[config.mk]
export PLATFORM = sky130hd
export DESIGN_NAME = telemetry_frame_deframer
export DESIGN_NICKNAME = d
export VERILOG_FILES = /design/src/sv/tdf_pkg.sv /design/src/sv/tdf_window_ram.sv /design/src/sv/tdf_frame_check.sv /design/src/sv/tdf_ctrl.sv /design/src/sv/telemetry_frame_deframer.sv
export VERILOG_INCLUDE_DIRS = /design/src /design/src/sv
export SDC_FILE = /design/constraint.sdc
export NUM_CORES = 1
export LEC_CHECK = 0
export ABC_AREA = 1
export BUFFER_PORTS_ARGS = -buffer_cell sky130_fd_sc_hd__buf_2
export CAP_MARGIN = 20
export CORE_ASPECT_RATIO = 1.4
export CORE_MARGIN = 3
export CORE_UTILIZATION = 37
export CTS_CLUSTER_SIZE = 40
export DETAILED_ROUTE_END_ITERATION = 7
export PLACE_DENSITY = 0.61
export SLEW_MARGIN = 10
export SYNTH_ARGS = -nofsm -noshare
export SYNTH_HDL_FRONTEND = slang
export SYNTH_SLANG_ARGS = --single-unit
[constraint.sdc]
create_clock -name clk -period 16.15 [get_ports clk]
set_input_delay 2.4225 -clock clk [delete_from_list [all_inputs] [get_ports clk]]
set_output_delay 2.4225 -clock clk [all_outputs]
set_load 0.02 [all_outputs]
[src/sv/telemetry_frame_deframer_macros.svh]
// Assertion macros for the telemetry frame deframer.
// Included by the RTL files that carry concurrent checks; no other dependencies.
`ifndef TELEMETRY_FRAME_DEFRAMER_MACROS_SVH
`define TELEMETRY_FRAME_DEFRAMER_MACROS_SVH

`ifndef SYNTHESIS

// A condition that must hold at every clock edge outside reset.
`define TDF_ASSERT(lbl, clk, rstn, cond, msg) \
  lbl: assert property (@(posedge clk) disable iff (!(rstn)) (cond)) else $error(msg);

// An implication checked in the same cycle.
`define TDF_ASSERT_IMP(lbl, clk, rstn, ante, cons, msg) \
  lbl: assert property (@(posedge clk) disable iff (!(rstn)) (ante) |-> (cons)) \
    else $error(msg);

`else

`define TDF_ASSERT(lbl, clk, rstn, cond, msg)
`define TDF_ASSERT_IMP(lbl, clk, rstn, ante, cons, msg)

`endif

`endif

[src/sv/tdf_pkg.sv]
// Shared constants, types and control structs for the telemetry frame deframer.
// No dependencies; every other RTL file imports this package.
package tdf_pkg;

  localparam int FrameBytes = 34;
  localparam int AddrW      = 6;
  localparam int RingDepth  = 1 << AddrW;
  localparam int CountW     = 6;
  localparam int ByteW      = 8;

  localparam logic [ByteW-1:0] HeaderByte  = 8'h55;
  localparam logic [ByteW-1:0] LengthByte  = 8'd31;
  localparam logic [ByteW-1:0] TrailerByte = 8'hAA;

  // Offsets 0 and 1 are known to hold the header and length when a frame completes.
  localparam int FirstRead  = 2;
  localparam int LastOffset = FrameBytes - 1;
  localparam int SumFirst   = 2;
  localparam int SumLast    = 29;
  localparam int ShiftBytes = FrameBytes - FirstRead;

  localparam logic [CountW-1:0] FrameLen    = CountW'(FrameBytes);
  localparam logic [CountW-1:0] DropTrailer = CountW'(1);
  localparam logic [CountW-1:0] DropSum     = CountW'(31);
  localparam logic [CountW-1:0] DropNumber  = CountW'(33);

  typedef enum logic [1:0] {
    ST_IDLE,
    ST_CHECK,
    ST_DECIDE,
    ST_REPLAY
  } tdf_state_t;

  typedef struct packed {
    logic             we;
    logic [AddrW-1:0] waddr;
    logic [ByteW-1:0] wdata;
    logic             re;
    logic [AddrW-1:0] raddr;
  } tdf_ram_req_t;

  typedef struct packed {
    logic              start;
    logic              data_vld;
    logic [CountW-1:0] offset;
  } tdf_chk_ctl_t;

  typedef struct packed {
    logic trailer_ok;
    logic sum_ok;
    logic number_ok;
  } tdf_verdict_t;

  typedef struct packed {
    logic [15:0] robot_number;
    logic [31:0] pos_x;
    logic [31:0] pos_y;
    logic [31:0] lap_value;
    logic [7:0]  card_id;
    logic [31:0] proc_idle;
    logic [15:0] drive_speeds;
    logic [7:0]  error_code;
    logic [7:0]  vehicle_status;
    logic [7:0]  status_machine;
    logic [7:0]  power_level;
    logic [7:0]  attribute;
  } tdf_result_t;

endpackage

[src/sv/tdf_window_ram.sv]
// Ring memory holding the received bytes of the current frame window.
// One write port, one read port with registered read data; uses tdf_pkg.
module tdf_window_ram (
  input  logic                 clk,
  input  tdf_pkg::tdf_ram_req_t req,
  output logic [tdf_pkg::ByteW-1:0] rdata
);
  import tdf_pkg::*;

  logic [ByteW-1:0] mem [RingDepth];
  logic [ByteW-1:0] rdata_r;

  always_ff @(posedge clk) begin
    if (req.we) begin
      mem[req.waddr] <= req.wdata;
    end
    if (req.re) begin
      rdata_r <= mem[req.raddr];
    end
  end

  assign rdata = rdata_r;

endmodule

[src/sv/tdf_frame_check.sv]
// Frame checker: collects offsets 2 to 33 of a complete frame as they are read
// back, keeps the running checksum and presents the verdict and fields; uses tdf_pkg.
module tdf_frame_check (
  input  logic                        clk,
  input  tdf_pkg::tdf_chk_ctl_t       ctl,
  input  logic [tdf_pkg::ByteW-1:0]   data,
  output tdf_pkg::tdf_verdict_t       verdict,
  output tdf_pkg::tdf_result_t        result
);
  import tdf_pkg::*;

  localparam int ShiftBits = ShiftBytes * ByteW;

  logic [ByteW-1:0]     sum_r, sum_nxt;
  logic [ShiftBits-1:0] bytes_r, bytes_nxt;

  // Bit position of a frame offset inside the collected bytes.
  function automatic int lsb_of(input int offset);
    return ByteW * (offset - FirstRead);
  endfunction

  always_comb begin
    sum_nxt   = sum_r;
    bytes_nxt = bytes_r;
    if (ctl.start) begin
      sum_nxt = '0;
    end else if (ctl.data_vld && (int'(ctl.offset) inside {[SumFirst:SumLast]})) begin
      sum_nxt = sum_r + data;
    end
    // Bytes arrive in offset order, so the oldest ends up in the low byte.
    if (ctl.data_vld) begin
      bytes_nxt = {data, bytes_r[ShiftBits-1:ByteW]};
    end
  end

  always_ff @(posedge clk) begin
    sum_r   <= sum_nxt;
    bytes_r <= bytes_nxt;
  end

  always_comb begin
    result.robot_number   = {bytes_r[lsb_of(32) +: 8], bytes_r[lsb_of(33) +: 8]};
    result.pos_x          = bytes_r[lsb_of(2) +: 32];
    result.pos_y          = bytes_r[lsb_of(6) +: 32];
    result.lap_value      = bytes_r[lsb_of(10) +: 32];
    result.card_id        = bytes_r[lsb_of(14) +: 8];
    result.proc_idle      = bytes_r[lsb_of(18) +: 32];
    result.drive_speeds   = bytes_r[lsb_of(22) +: 16];
    result.error_code     = bytes_r[lsb_of(24) +: 8];
    result.vehicle_status = bytes_r[lsb_of(25) +: 8];
    result.status_machine = bytes_r[lsb_of(26) +: 8];
    result.power_level    = bytes_r[lsb_of(28) +: 8];
    result.attribute      = bytes_r[lsb_of(29) +: 8];

    verdict.trailer_ok = (bytes_r[lsb_of(31) +: 8] == TrailerByte);
    verdict.sum_ok     = (bytes_r[lsb_of(30) +: 8] == sum_r);
    verdict.number_ok  = (result.robot_number != 16'd0);
  end

endmodule

[src/sv/tdf_ctrl.sv]
// Sequencer of the deframer: ring pointers, header tracking, check readback
// and rescan after a rejected frame; uses tdf_pkg and the assertion macros.
`include "telemetry_frame_deframer_macros.svh"

module tdf_ctrl (
  input  logic                      clk,
  input  logic                      rst_n,
  input  logic                      in_valid,
  output logic                      in_ready,
  input  logic [tdf_pkg::ByteW-1:0] in_rx_byte,
  output tdf_pkg::tdf_ram_req_t     ram_req,
  input  logic [tdf_pkg::ByteW-1:0] ram_rdata,
  output tdf_pkg::tdf_chk_ctl_t     chk_ctl,
  input  tdf_pkg::tdf_verdict_t     verdict,
  input  logic                      out_free,
  output logic                      emit
);
  import tdf_pkg::*;

  // Start of the check readback relative to the tail before the last write.
  localparam logic [AddrW-1:0] CheckBack = AddrW'(FrameBytes - FirstRead - 1);

  tdf_state_t        state_r, state_nxt;
  logic [AddrW-1:0]  tail_r, tail_nxt;
  logic [AddrW-1:0]  cursor_r, cursor_nxt;
  logic [CountW-1:0] count_r, count_nxt;
  logic [CountW-1:0] left_r, left_nxt;
  logic [CountW-1:0] off_r, off_nxt;
  logic [CountW-1:0] rd_off_r;
  logic              rd_vld_r;
  logic [CountW-1:0] drop;

  // The kept bytes always end at the newest byte, so only their number is tracked.
  function automatic logic [CountW-1:0] keep_count(input logic [CountW-1:0] cnt,
                                                   input logic [ByteW-1:0] b);
    logic [CountW-1:0] res;
    case (cnt)
      CountW'(0): res = (b == HeaderByte) ? CountW'(1) : CountW'(0);
      CountW'(1): res = (b == LengthByte) ? CountW'(2) : CountW'(0);
      default:    res = cnt + CountW'(1);
    endcase
    return res;
  endfunction

  always_ff @(posedge clk) begin
    if (!rst_n) begin
      state_r  <= ST_IDLE;
      tail_r   <= '0;
      cursor_r <= '0;
      count_r  <= '0;
      left_r   <= '0;
      off_r    <= '0;
      rd_vld_r <= 1'b0;
    end else begin
      state_r  <= state_nxt;
      tail_r   <= tail_nxt;
      cursor_r <= cursor_nxt;
      count_r  <= count_nxt;
      left_r   <= left_nxt;
      off_r    <= off_nxt;
      rd_vld_r <= ram_req.re;
    end
  end

  always_ff @(posedge clk) begin
    rd_off_r <= off_r;
  end

  always_comb begin
    state_nxt  = state_r;
    tail_nxt   = tail_r;
    cursor_nxt = cursor_r;
    count_nxt  = count_r;
    left_nxt   = left_r;
    off_nxt    = off_r;
    drop       = DropTrailer;
    ram_req    = '0;
    in_ready   = 1'b0;
    emit       = 1'b0;
    chk_ctl          = '0;
    chk_ctl.data_vld = rd_vld_r && (state_r == ST_CHECK);
    chk_ctl.offset   = rd_off_r;

    case (state_r)
      ST_IDLE: begin
        in_ready = 1'b1;
        if (in_valid) begin
          ram_req.we    = 1'b1;
          ram_req.waddr = tail_r;
          ram_req.wdata = in_rx_byte;
          tail_nxt      = tail_r + AddrW'(1);
          count_nxt     = keep_count(count_r, in_rx_byte);
          if (count_nxt == FrameLen) begin
            state_nxt     = ST_CHECK;
            cursor_nxt    = tail_r - CheckBack;
            off_nxt       = CountW'(FirstRead);
            chk_ctl.start = 1'b1;
          end
        end
      end
      ST_CHECK: begin
        if (off_r != FrameLen) begin
          ram_req.re    = 1'b1;
          ram_req.raddr = cursor_r;
          cursor_nxt    = cursor_r + AddrW'(1);
          off_nxt       = off_r + CountW'(1);
        end
        if (rd_vld_r && (rd_off_r == CountW'(LastOffset))) begin
          state_nxt = ST_DECIDE;
        end
      end
      ST_DECIDE: begin
        if (verdict.trailer_ok && verdict.sum_ok && verdict.number_ok) begin
          if (out_free) begin
            emit      = 1'b1;
            count_nxt = '0;
            state_nxt = ST_IDLE;
          end
        end else begin
          if (!verdict.trailer_ok) begin
            drop = DropTrailer;
          end else if (!verdict.sum_ok) begin
            drop = DropSum;
          end else begin
            drop = DropNumber;
          end
          count_nxt  = '0;
          cursor_nxt = tail_r - AddrW'(FrameLen) + AddrW'(drop);
          left_nxt   = FrameLen - drop;
          state_nxt  = ST_REPLAY;
        end
      end
      ST_REPLAY: begin
        // The bytes left after a drop are fed through the header tracking again.
        if (left_r != '0) begin
          ram_req.re    = 1'b1;
          ram_req.raddr = cursor_r;
          cursor_nxt    = cursor_r + AddrW'(1);
          left_nxt      = left_r - CountW'(1);
        end else begin
          state_nxt = ST_IDLE;
        end
        if (rd_vld_r) begin
          count_nxt = keep_count(count_r, ram_rdata);
        end
      end
      default: begin
        state_nxt = ST_IDLE;
      end
    endcase
  end

  `TDF_ASSERT(a_count_range, clk, rst_n, count_r <= FrameLen, "window count beyond frame size")
  `TDF_ASSERT_IMP(a_emit_free, clk, rst_n, emit, out_free, "result emitted into a busy output")
  `TDF_ASSERT_IMP(a_replay_short, clk, rst_n, state_r == ST_REPLAY, count_r < FrameLen,
                  "rescan reached a full frame")
  `TDF_ASSERT_IMP(a_decide_drained, clk, rst_n, state_r == ST_DECIDE, !rd_vld_r,
                  "verdict taken with a readback still in flight")

endmodule

[src/sv/telemetry_frame_deframer.sv]
// Telemetry frame deframer top level: window ring, sequencer, checker and output register.
// Depends on tdf_pkg, tdf_window_ram, tdf_frame_check and tdf_ctrl.
//
// Bytes are taken one per cycle while a frame is still being gathered; a byte
// that breaks the header or length pattern costs no extra time. The byte that
// completes a 34-byte frame keeps the input closed while offsets 2 to 33 are
// read back from the 64-entry window ring through its single read port and
// checked. If the frame is rejected, the bytes kept after the drop (33, 3 or 1)
// are rescanned from the ring at one byte per cycle. A good frame leaves the
// checker as soon as the output register is free; the output register holds
// one result, so new bytes are taken while it waits to be read. The ring needs
// no clearing after reset.
module telemetry_frame_deframer (
  input  logic        clk,
  input  logic        rst_n,
  input  logic        in_valid,
  output logic        in_ready,
  input  logic [7:0]  in_rx_byte,
  output logic        out_valid,
  input  logic        out_ready,
  output logic [15:0] out_robot_number,
  output logic [31:0] out_pos_x,
  output logic [31:0] out_pos_y,
  output logic [31:0] out_lap_value,
  output logic [7:0]  out_card_id,
  output logic [31:0] out_proc_idle,
  output logic [15:0] out_drive_speeds,
  output logic [7:0]  out_error_code,
  output logic [7:0]  out_vehicle_status,
  output logic [7:0]  out_status_machine,
  output logic [7:0]  out_power_level,
  output logic [7:0]  out_attribute
);
  import tdf_pkg::*;

  tdf_ram_req_t     ram_req;
  logic [ByteW-1:0] ram_rdata;
  tdf_chk_ctl_t     chk_ctl;
  tdf_verdict_t     verdict;
  tdf_result_t      chk_result;
  tdf_result_t      out_r, out_nxt;
  logic             out_valid_r, out_valid_nxt;
  logic             out_free;
  logic             emit;

  tdf_window_ram u_ram (
    .clk   (clk),
    .req   (ram_req),
    .rdata (ram_rdata)
  );

  tdf_frame_check u_check (
    .clk     (clk),
    .ctl     (chk_ctl),
    .data    (ram_rdata),
    .verdict (verdict),
    .result  (chk_result)
  );

  tdf_ctrl u_ctrl (
    .clk        (clk),
    .rst_n      (rst_n),
    .in_valid   (in_valid),
    .in_ready   (in_ready),
    .in_rx_byte (in_rx_byte),
    .ram_req    (ram_req),
    .ram_rdata  (ram_rdata),
    .chk_ctl    (chk_ctl),
    .verdict    (verdict),
    .out_free   (out_free),
    .emit       (emit)
  );

  // The output slot can take a new result when empty or emptied this cycle.
  assign out_free = !out_valid_r || out_ready;

  always_comb begin
    out_valid_nxt = out_valid_r;
    out_nxt       = out_r;
    if (emit) begin
      out_valid_nxt = 1'b1;
      out_nxt       = chk_result;
    end else if (out_ready) begin
      out_valid_nxt = 1'b0;
    end
  end

  always_ff @(posedge clk) begin
    if (!rst_n) begin
      out_valid_r <= 1'b0;
    end else begin
      out_valid_r <= out_valid_nxt;
    end
  end

  always_ff @(posedge clk) begin
    out_r <= out_nxt;
  end

  assign out_valid          = out_valid_r;
  assign out_robot_number   = out_r.robot_number;
  assign out_pos_x          = out_r.pos_x;
  assign out_pos_y          = out_r.pos_y;
  assign out_lap_value      = out_r.lap_value;
  assign out_card_id        = out_r.card_id;
  assign out_proc_idle      = out_r.proc_idle;
  assign out_drive_speeds   = out_r.drive_speeds;
  assign out_error_code     = out_r.error_code;
  assign out_vehicle_status = out_r.vehicle_status;
  assign out_status_machine = out_r.status_machine;
  assign out_power_level    = out_r.power_level;
  assign out_attribute      = out_r.attribute;

endmodule

# Word-level counts from Yosys, hierarchy flattened
# Memories as Yosys holds them, arrays and structs flattened. A register that Yosys moved wholly into a read port is not among the register bits.
# Index checks and enable logic that the tools add are counted.
# word_totals
reg_bits,512
ramBits,512
in_bits,12
out_inout_bits,210
wordCells,133
memories,1
# op_classes
add_sub_neg,10
n_lt_le_gt_ge,2
n_eq_ne,22
n_mux,53
reduce_logical,22
# memory_table
memory,words,width,rd,rd_ports_with_merged_regs,wr,line,source
u_ram.mem,64,8,1,1,1,tdf_window_ram.sv:10,logic [ByteW-1:0] mem [RingDepth];
# op_table
operator,n
$mux 6,20
$pmux 6 s2,4
$mux 15,2
$add 6x1->6 const B,4
$pmux 6 s4,1
$pmux 6 s3,1
$eq 8x5->1 const B,2
$eq 8x7->1 const B,2
$mux 2,8
$reduce_bool 16->1,1
$mux 7,2
$pmux 7 s2,1
$mux 1,13
$eq 6x6->1 const B,2
$ne 2x2->1 const B,5
$reduce_and 5->1,2
$add 8x8->8,1
$eq 8x8->1,1
$eq 8x8->1 const B,1
$pmux 2 s4,1
$reduce_and 4->1,2
$add 6x6->6,1
$eq 6x1->1 const B,1
$ge 6x2->1 const B,1
20 further kinds,30

# Depth between registers and ports, before layout
# Gate-level depths: netlist of run 1.
# depth
word_depth,9
ltp_mapped,18

# Modules after synthesis
# A second synthesis of run 1 with hierarchy kept.
# unflattened
cells_unflattened,3050
area_unflattened_um2,40532.6
# modules_own_cells
mod,n_inst,cells_each,area_per_inst_um2,seq_area_each_um2
tdf_window_ram,1,1805,21419.3,15615.0
tdf_frame_check,1,590,10057.1,7847.5
telemetry_frame_deframer,1,214,6292.3,6266.0
tdf_ctrl,1,441,2763.9,780.7

# Worst setup path before layout of run 1
# Ideal clock, no wire load.
# synth_timing
path_type,register -> register
from,register u_ctrl.state_r[0]
to,"register u_check.bytes_r[0], enable pin"
t_arrival_ns,11.376
slack_ns,3.896
path_stages_with_launch,6
n_path_buf,1
period_less_slack_ns,12.254
path_cell_list,dfxtp_1 buf_4 inv_2 nor2_4 inv_1 nor2_1
# synth_rtl
item,line,source
"start, declared",tdf_ctrl.sv:23,"tdf_state_t state_r, state_nxt;"
"start signal, assigned",tdf_ctrl.sv:55,state_r <= state_nxt;
"end signal, assigned",tdf_frame_check.sv:38,bytes_r <= bytes_nxt;
"end, declared",tdf_frame_check.sv:15,"logic [ShiftBits-1:0] bytes_r, bytes_nxt;"

# Final worst setup path of run 1
# layout_timing
from,input in_valid
to,"memory u_ram.mem[32][0], enable pin"
# layout_between
elab_chain_cells,4
# layout_rtl
item,line,source
"start, declared",telemetry_frame_deframer.sv:16,"input logic in_valid,"
$mux 15 (*),tdf_ctrl.sv:87,if (in_valid) begin
$mux 15 (*),tdf_ctrl.sv:84,case (state_r)
$mux 1,tdf_window_ram.sv:14,if (req.we) begin
$mux 1 (not written as such),tdf_window_ram.sv:15,mem[req.waddr] <= req.wdata;
"end, declared",tdf_window_ram.sv:10,
# Every way passes the cells marked *; elsewhere a longest branch is shown, timed or not.

==> results.yml, run 1 <==
run_status:
  status: "completed"
clock_network:
  cts.htree.levels: 3
  clk_latency_ns: 0.68
  numCtsBuffers: 92
  hold_buffers: 0
  root_buffer: "clkbuf_16"
  clk_pin_slew_worst_paths_ns: 0.06
  clockBufferDepth: 3
  cts_tree: "built"
  post-cts-setup-buffers: 0
  clkSinkCount: 1032
  cts_resized: 0
cells_and_area:
  seq_area_mm2: 0.0305
  nets: 3181
  final_util: 0.428
  n_fill_cell: 9630
  final_layout_size_suffix_gt1_frac: 0.156
  final_cells: 4651
  area_growth_pct: 14.2
  multiInputGateArea_mm2: 0.00756
  diodes: 0
critical_path:
  ff2ff_path_depth: 14
  critPathLaunch: "in_valid"
  crit_path_end_kind: "flip-flop"
  r2r_slack_ns: 11.41
  cp_data_arrival_time_ns: 5.21
  crit_type: "input pin to flip-flop"
  crit_path_start_kind: "input pin"
  r2r_end: "u_ram.rdata[4]"
  crit_fanout: 21
  crit_required_ns: 16.46
  reg2reg_from: "u_ctrl.left_r[0]"
die:
  core_area_mm2: 0.106
  fp.dieArea_mm2: 0.112
  fp-row-count: 141
  ios: 222
  fp.dieW_um: 283
  initial_core_util: 0.375
  dieHeight_um: 394
logic_synthesis:
  ys_ff_latch: 1032
  synth-main-ff-cell: "edfxtp_1"
  synth_area_per_cell_um2: 13.6
  synth_cell_types: 46
  synth_area_mm2: 0.0398
  yosysTopAreaCell: "edfxtp_1"
  ys_seq_area_frac: 0.767
  syn_nets: 2960
  yosys_warnings: 0
  synth-edff-count: 984
  synthTopCellsByCount: "edfxtp_1 (984), nand3_1 (434), nand2_1 (345)"
  yosys.area.top_type_share: 0.743
  synth_cells: 2923
  async_reset_ff_frac: 0
  synth.most_common_cell: "edfxtp_1"
  yosys-top-cells-area: "edfxtp_1 (74%), nand3_1 (5.5%), nand2_1 (3.3%)"
timing:
  skew_ns: 0.0245
  whs_ns: 0.393
  rsz0062_at_grt: "no"
  finalCriticalPeriod_ns: 4.90
  fmax_ghz: 0.204
  period_share: 0.304
  drv_slew: 0
  worstMarginPinSlew_ns: 1.09
  hold_viol_final: 0
  max_slew_margin: 0.273
  finalSetupTns_ns: 0
  finalSetupViolations: 0
power_and_ir_drop:
  leakage_nw: 16.2
  p_per_area_mw_per_mm2: 116
  ir_drop_mv: 0.0692
  total_power_mw: 5.27
place:
  gp_congestion: 0.871
  dp.cells: 4477
  place_hpwl_um: 60600
  io_buffer_count: 221
routing:
  via_per_inst: 5.01
  num_vias: 23306
  dr.pass1.iters: 7
  wirelength_um: 96800
  wire_per_inst_um: 20.8
  dr.first_iter.drc_count: 1818
  ant_nets: 0
  drc: 0
run:
  maxCapViolCount: 0
global_route:
  first_global_vias: 23138
  grt_max_degree: 169
  grt_util_all_layers: 0.171
  met3_usage: 0.0351
  grt_use_met2: 0.296
  overflow: 0
  use_met1: 0.196
  grt_antenna_before_repair: 1
  grt-busiest-layer: "met2"
  grt_first_pass_wirelength_um: 144000
worst_hold_path:
  worstHoldStart: "u_ctrl.off_r[5]"
  hold_path_end: "u_ctrl.rd_off_r[5]"
  hold_depth: 0
  hold_class: "flip-flop to flip-flop"
-- cell type report --
cell class	instances	share of cell area
Sequential cell	1032	0.672
Multi-Input combinational cell	1455	0.167
Clock buffer	105	0.0527
Tap cell	1430	0.0394
Timing Repair Buffer	253	0.0306
Inverter	310	0.0257
Clock inverter	66	0.0131
-- routing by layer --
| metal | wire (um) | vias to the layer above | share of wire |
|---|---|---|---|
| li1 | - | 10802 | - |
| met1 | 36700 | 11378 | 0.38 |
| met2 | 48100 | 891 | 0.50 |
| met3 | 6410 | 233 | 0.066 |
| met4 | 5580 | 2 | 0.058 |
| met5 | 19 | - | 0.00020 |
-- worst max-delay path by stage --
| stage | endpoint | slack, ns |
|---|---|---|
| finish | u_ram.mem[32][0] | 11.25 |
| global route | out_robot_number[6] | 11.03 |
| CTS | u_ram.mem[32][5] | 11.29 |
| detailed placement | u_ram.mem[32][1] | 10.55 |
| global placement | out_robot_number[15] | 10.62 |
| floorplan | u_check.bytes_r[0] | 3.90 |
-- critical path, cell delays in order --
cell and delay (ns):
buf_2 0.14, inv_1 0.08, nor2_4 0.21, inv_1 0.44
nor2_1 0.44, inv_1 0.13, nor2_1 0.29, nand2_1 0.39
nor2_1 0.64
-- cell usage in the layout, fill, tap and decap left out, drive strengths merged --
| master | instances |
|---|---|
| edfxtp | 984 |
| nand3 | 436 |
| nand2 | 351 |
| inv | 313 |
| nor2 | 271 |
| buf | 253 |
| clkbuf | 105 |
| nand3b | 73 |
| or2 | 67 |
| o2111ai | 64 |
| a21oi | 49 |
| o21ai | 49 |
| dfxtp | 48 |
| clkinv | 46 |
| ha | 23 |
| xor2 | 20 |
| nand4 | 15 |
| clkinvlp | 12 |
| nor3 | 12 |
| bufinv | 5 |
| o21a | 3 |
| o211ai | 3 |
| nor4 | 2 |
| a211oi | 2 |
| xnor2 | 2 |
| a21o | 2 |
| fa | 2 |
| a31oi | 1 |
| o21bai | 1 |
| o31ai | 1 |
| nor3b | 1 |
| o41ai | 1 |
| o221a | 1 |
| a22oi | 1 |
| o22ai | 1 |
| a31o | 1 |
-- stage by stage --
stage,worst slack [ns],area [um^2]
floorplan,3.90,39800
detailed placement,10.55,42400
finish,11.25,45400
CTS,11.29,45300
global placement,10.62,42400
global route,11.03,45400
-- kinds of logic (layout without fill, tap and decap cells) --
| group | count (synthesis) | in the layout | synth area share |
|---|---|---|---|
| buffers and inverters | 436 | 734 | 0.0450 |
| AO/OA/AOI/OAI | 180 | 180 | 0.0301 |
| XOR/XNOR | 22 | 22 | 0.00485 |
| adder cells (fa/ha/maj) | 25 | 25 | 0.00824 |
| flip-flops | 1032 | 1032 | 0.767 |
| AND/OR/NAND/NOR | 1228 | 1228 | 0.145 |
-- where the power goes --
| part | switching (mW) | internal, mW |
|---|---|---|
| combinational | 0.122 | 0.0437 |
| sequential | 0.0132 | 2.93 |
| clock | 0.992 | 1.16 |
| total | 1.13 | 4.14 |
-- registers in the layout, indices dropped and copies added, names as in the netlist, 16 cells and up --
signal	cells
out_pos_y	32
out_proc_idle	32
u_ram.mem	512
out_lap_value	32
out_robot_number	16
out_drive_speeds	16
out_pos_x	32
u_check.bytes_r	256
No activity file was read; power rests on OpenSTA's default activity.
==> inputs of run 2 (changes only) <==
--- a/config.mk
+++ b/config.mk
@@ -14,7 +14,7 @@
 export CORE_UTILIZATION = 37
 export CTS_CLUSTER_SIZE = 40
 export DETAILED_ROUTE_END_ITERATION = 7
-export PLACE_DENSITY = 0.61
+export PLACE_DENSITY = 0.63
 export SLEW_MARGIN = 10
 export SYNTH_ARGS = -nofsm -noshare
 export SYNTH_HDL_FRONTEND = slang
==> constraint.sdc (replaced) <==
create_clock -name clk -period 4.37 [get_ports clk]
set_input_delay 0.6555 -clock clk [delete_from_list [all_inputs] [get_ports clk]]
set_output_delay 0.6555 -clock clk [all_outputs]
set_load 0.02 [all_outputs]
==> run 2 against run 1 <==
Against the previous run:
- sequential share of layout area fell by 0.34 points
- core utilization rose by 0.22 points
- highest routed layer unchanged
- worst hold slack got worse by 0.048 ns
- cell count rose by 0.54%
==> results.yml, run 2 (synthesized netlist as in run 1, its figures left out) <==
clock_network:
  hold_buffers: 0
  clk_pin_slew_worst_paths_ns: 0.07
  post-cts-setup-buffers: 0
  cts_resized: 0
  numCtsBuffers: 90
  cts_tree: "built"
  clk_latency_ns: 0.68
  clkSinkCount: 1032
  clockBufferDepth: 3
  root_buffer: "clkbuf_16"
  cts.htree.levels: 3
global_route:
  grt_util_all_layers: 0.173
  grt_antenna_before_repair: 3
  grt_max_degree: 130
  first_global_vias: 23306
  overflow: 0
  grt_first_pass_wirelength_um: 147000
die:
  ios: 222
  core_area_mm2: 0.106
  fp-row-count: 141
  initial_core_util: 0.375
  dieHeight_um: 394
  fp.dieW_um: 283
  fp.dieArea_mm2: 0.112
timing:
  drv_slew: 0
  whs_ns: 0.345
  hold_viol_final: 0
  rsz0062_at_grt: "no"
  finalCriticalPeriod_ns: 3.56
  max_slew_margin: 0.229
  fmax_ghz: 0.281
  skew_ns: 0.0282
  worstMarginPinSlew_ns: 1.15
  period_share: 0.814
  finalSetupViolations: 0
critical_path:
  crit_chain: "nor2_2 > inv_1 > nor2_4 > inv_1 > nor2_1 > nand3_1 > nor2_1"
  cp_slowest_stage_delay_ns: 0.85
  cp_data_arrival_time_ns: 3.85
  crit_path_start_kind: "flip-flop"
  crit_buf_inv: 2
  crit_path_end_kind: "flip-flop"
  slowest_stage: "nor2_1"
  critPathTopFamily: "simple AND/OR/NAND/NOR gates"
  crit_required_ns: 4.67
  crit_type: "flip-flop to flip-flop"
  crit_fanout: 11
cells_and_area:
  final_util: 0.430
  final_layout_size_suffix_gt1_frac: 0.164
  final_common_cell: "edfxtp_1"
  top_register: "u_ram.mem"
  multiInputGateArea_mm2: 0.00758
  nets: 3211
  layout_common_cells: "edfxtp_1 (984), nand3_1 (433), nand2_1 (343)"
  largest_reg_flops: 512
  reg_top3: "u_ram.mem (512), u_check.bytes_r (256)"
  area_growth_pct: 14.7
  seq_area_mm2: 0.0305
  n_fill_cell: 9439
  diodes: 0
place:
  place_hpwl_um: 64700
  gp_congestion: 0.913
  io_buffer_count: 221
routing:
  dr.first_iter.drc_count: 1764
  via_per_inst: 5.05
  ant_nets: 0
  num_vias: 23631
  dr.pass1.iters: 6
  wirelength_um: 99000
  wire_per_inst_um: 21.2
  drc: 0
worst_hold_path:
  hold_class: "input pin to flip-flop"
power_and_ir_drop:
  p_per_area_mw_per_mm2: 423
  ir_drop_mv: 0.301
  leakage_nw: 16.3
run_status:
  status: "completed"
run:
  maxCapViolCount: 0
run 2: changes by cell type in the layout (fill, tap and decap cells not counted), moves of 2 or more:
| cell | previous run | this run |
|---|---|---|
| clkbuf_16 | 93 | 90 |
| inv_16 | 0 | 2 |
| inv_6 | 7 | 2 |
| clkinv_4 | 6 | 4 |
| buf_12 | 2 | 10 |
| clkbuf_8 | 2 | 0 |
| buf_4 | 28 | 54 |
run 2: layer usage:
metal,wire [um],global-route usage,vias up
met5,13,0,-
met4,6290,0.107,2
met3,7040,0.0335,263
met2,49100,0.301,1014
met1,36500,0.197,11502
li1,-,-,10850
run 2: stage by stage:
| step | TNS, ns | std cells | worst slack, ns | total power [mW] | cell area [um^2] |
|---|---|---|---|---|---|
| after global placement | 0 | 4512 | 0.975 | 11.7 | 42800 |
| final | 0 | 4676 | 0.812 | 19.3 | 45600 |
| after detailed placement | 0 | 4512 | 0.926 | 11.7 | 42800 |
| after global routing | 0 | 4676 | 0.681 | 19.9 | 45600 |
| after floorplan | -220.17 | 2923 | -0.586 | 11.5 | 39800 |
| after CTS | 0 | 4676 | 0.910 | 19.5 | 45600 |
run 2: worst paths after layout:
| kind | cells after the start | slack, ns | from | endpoint |
|---|---|---|---|---|
| hold / removal | 4 | 0.35 | out_ready | out_valid |
| setup / recovery | 7 | 0.81 | u_ctrl.state_r[1] | u_ram.mem[54][7] |
| hold reg to reg | 0 | 0.37 | u_ctrl.off_r[5] | u_ctrl.rd_off_r[5] |
| setup reg to reg | 7 | 0.81 | u_ctrl.state_r[1] | u_ram.mem[54][7] |
run 2: layout make-up:
cell class | count | area share
flip-flops and latches | 1032 | 0.669
repair buffers | 285 | 0.0375
clock buffers | 101 | 0.0503
inverters | 310 | 0.0256
multi-input cells | 1455 | 0.166
clock inverters | 63 | 0.0129
well taps | 1430 | 0.0392
run 2: power breakdown:
| part | switching, mW | internal, mW | total (mW) | leakage (nW) |
|---|---|---|---|---|
| sequential | 0.0559 | 10.8 | 10.9 | 9.31 |
| clock | 3.62 | 4.19 | 7.81 | 1.37 |
| combinational | 0.443 | 0.171 | 0.614 | 5.62 |
run 2: worst register-to-register path: stages, from the launching register on:
cell and delay, ns:
dfxtp_1 0.40, nor2_2 0.29, inv_1 0.26, nor2_4 0.23, inv_1 0.27, nor2_1 0.21, nand3_1 0.68, nor2_1 0.85
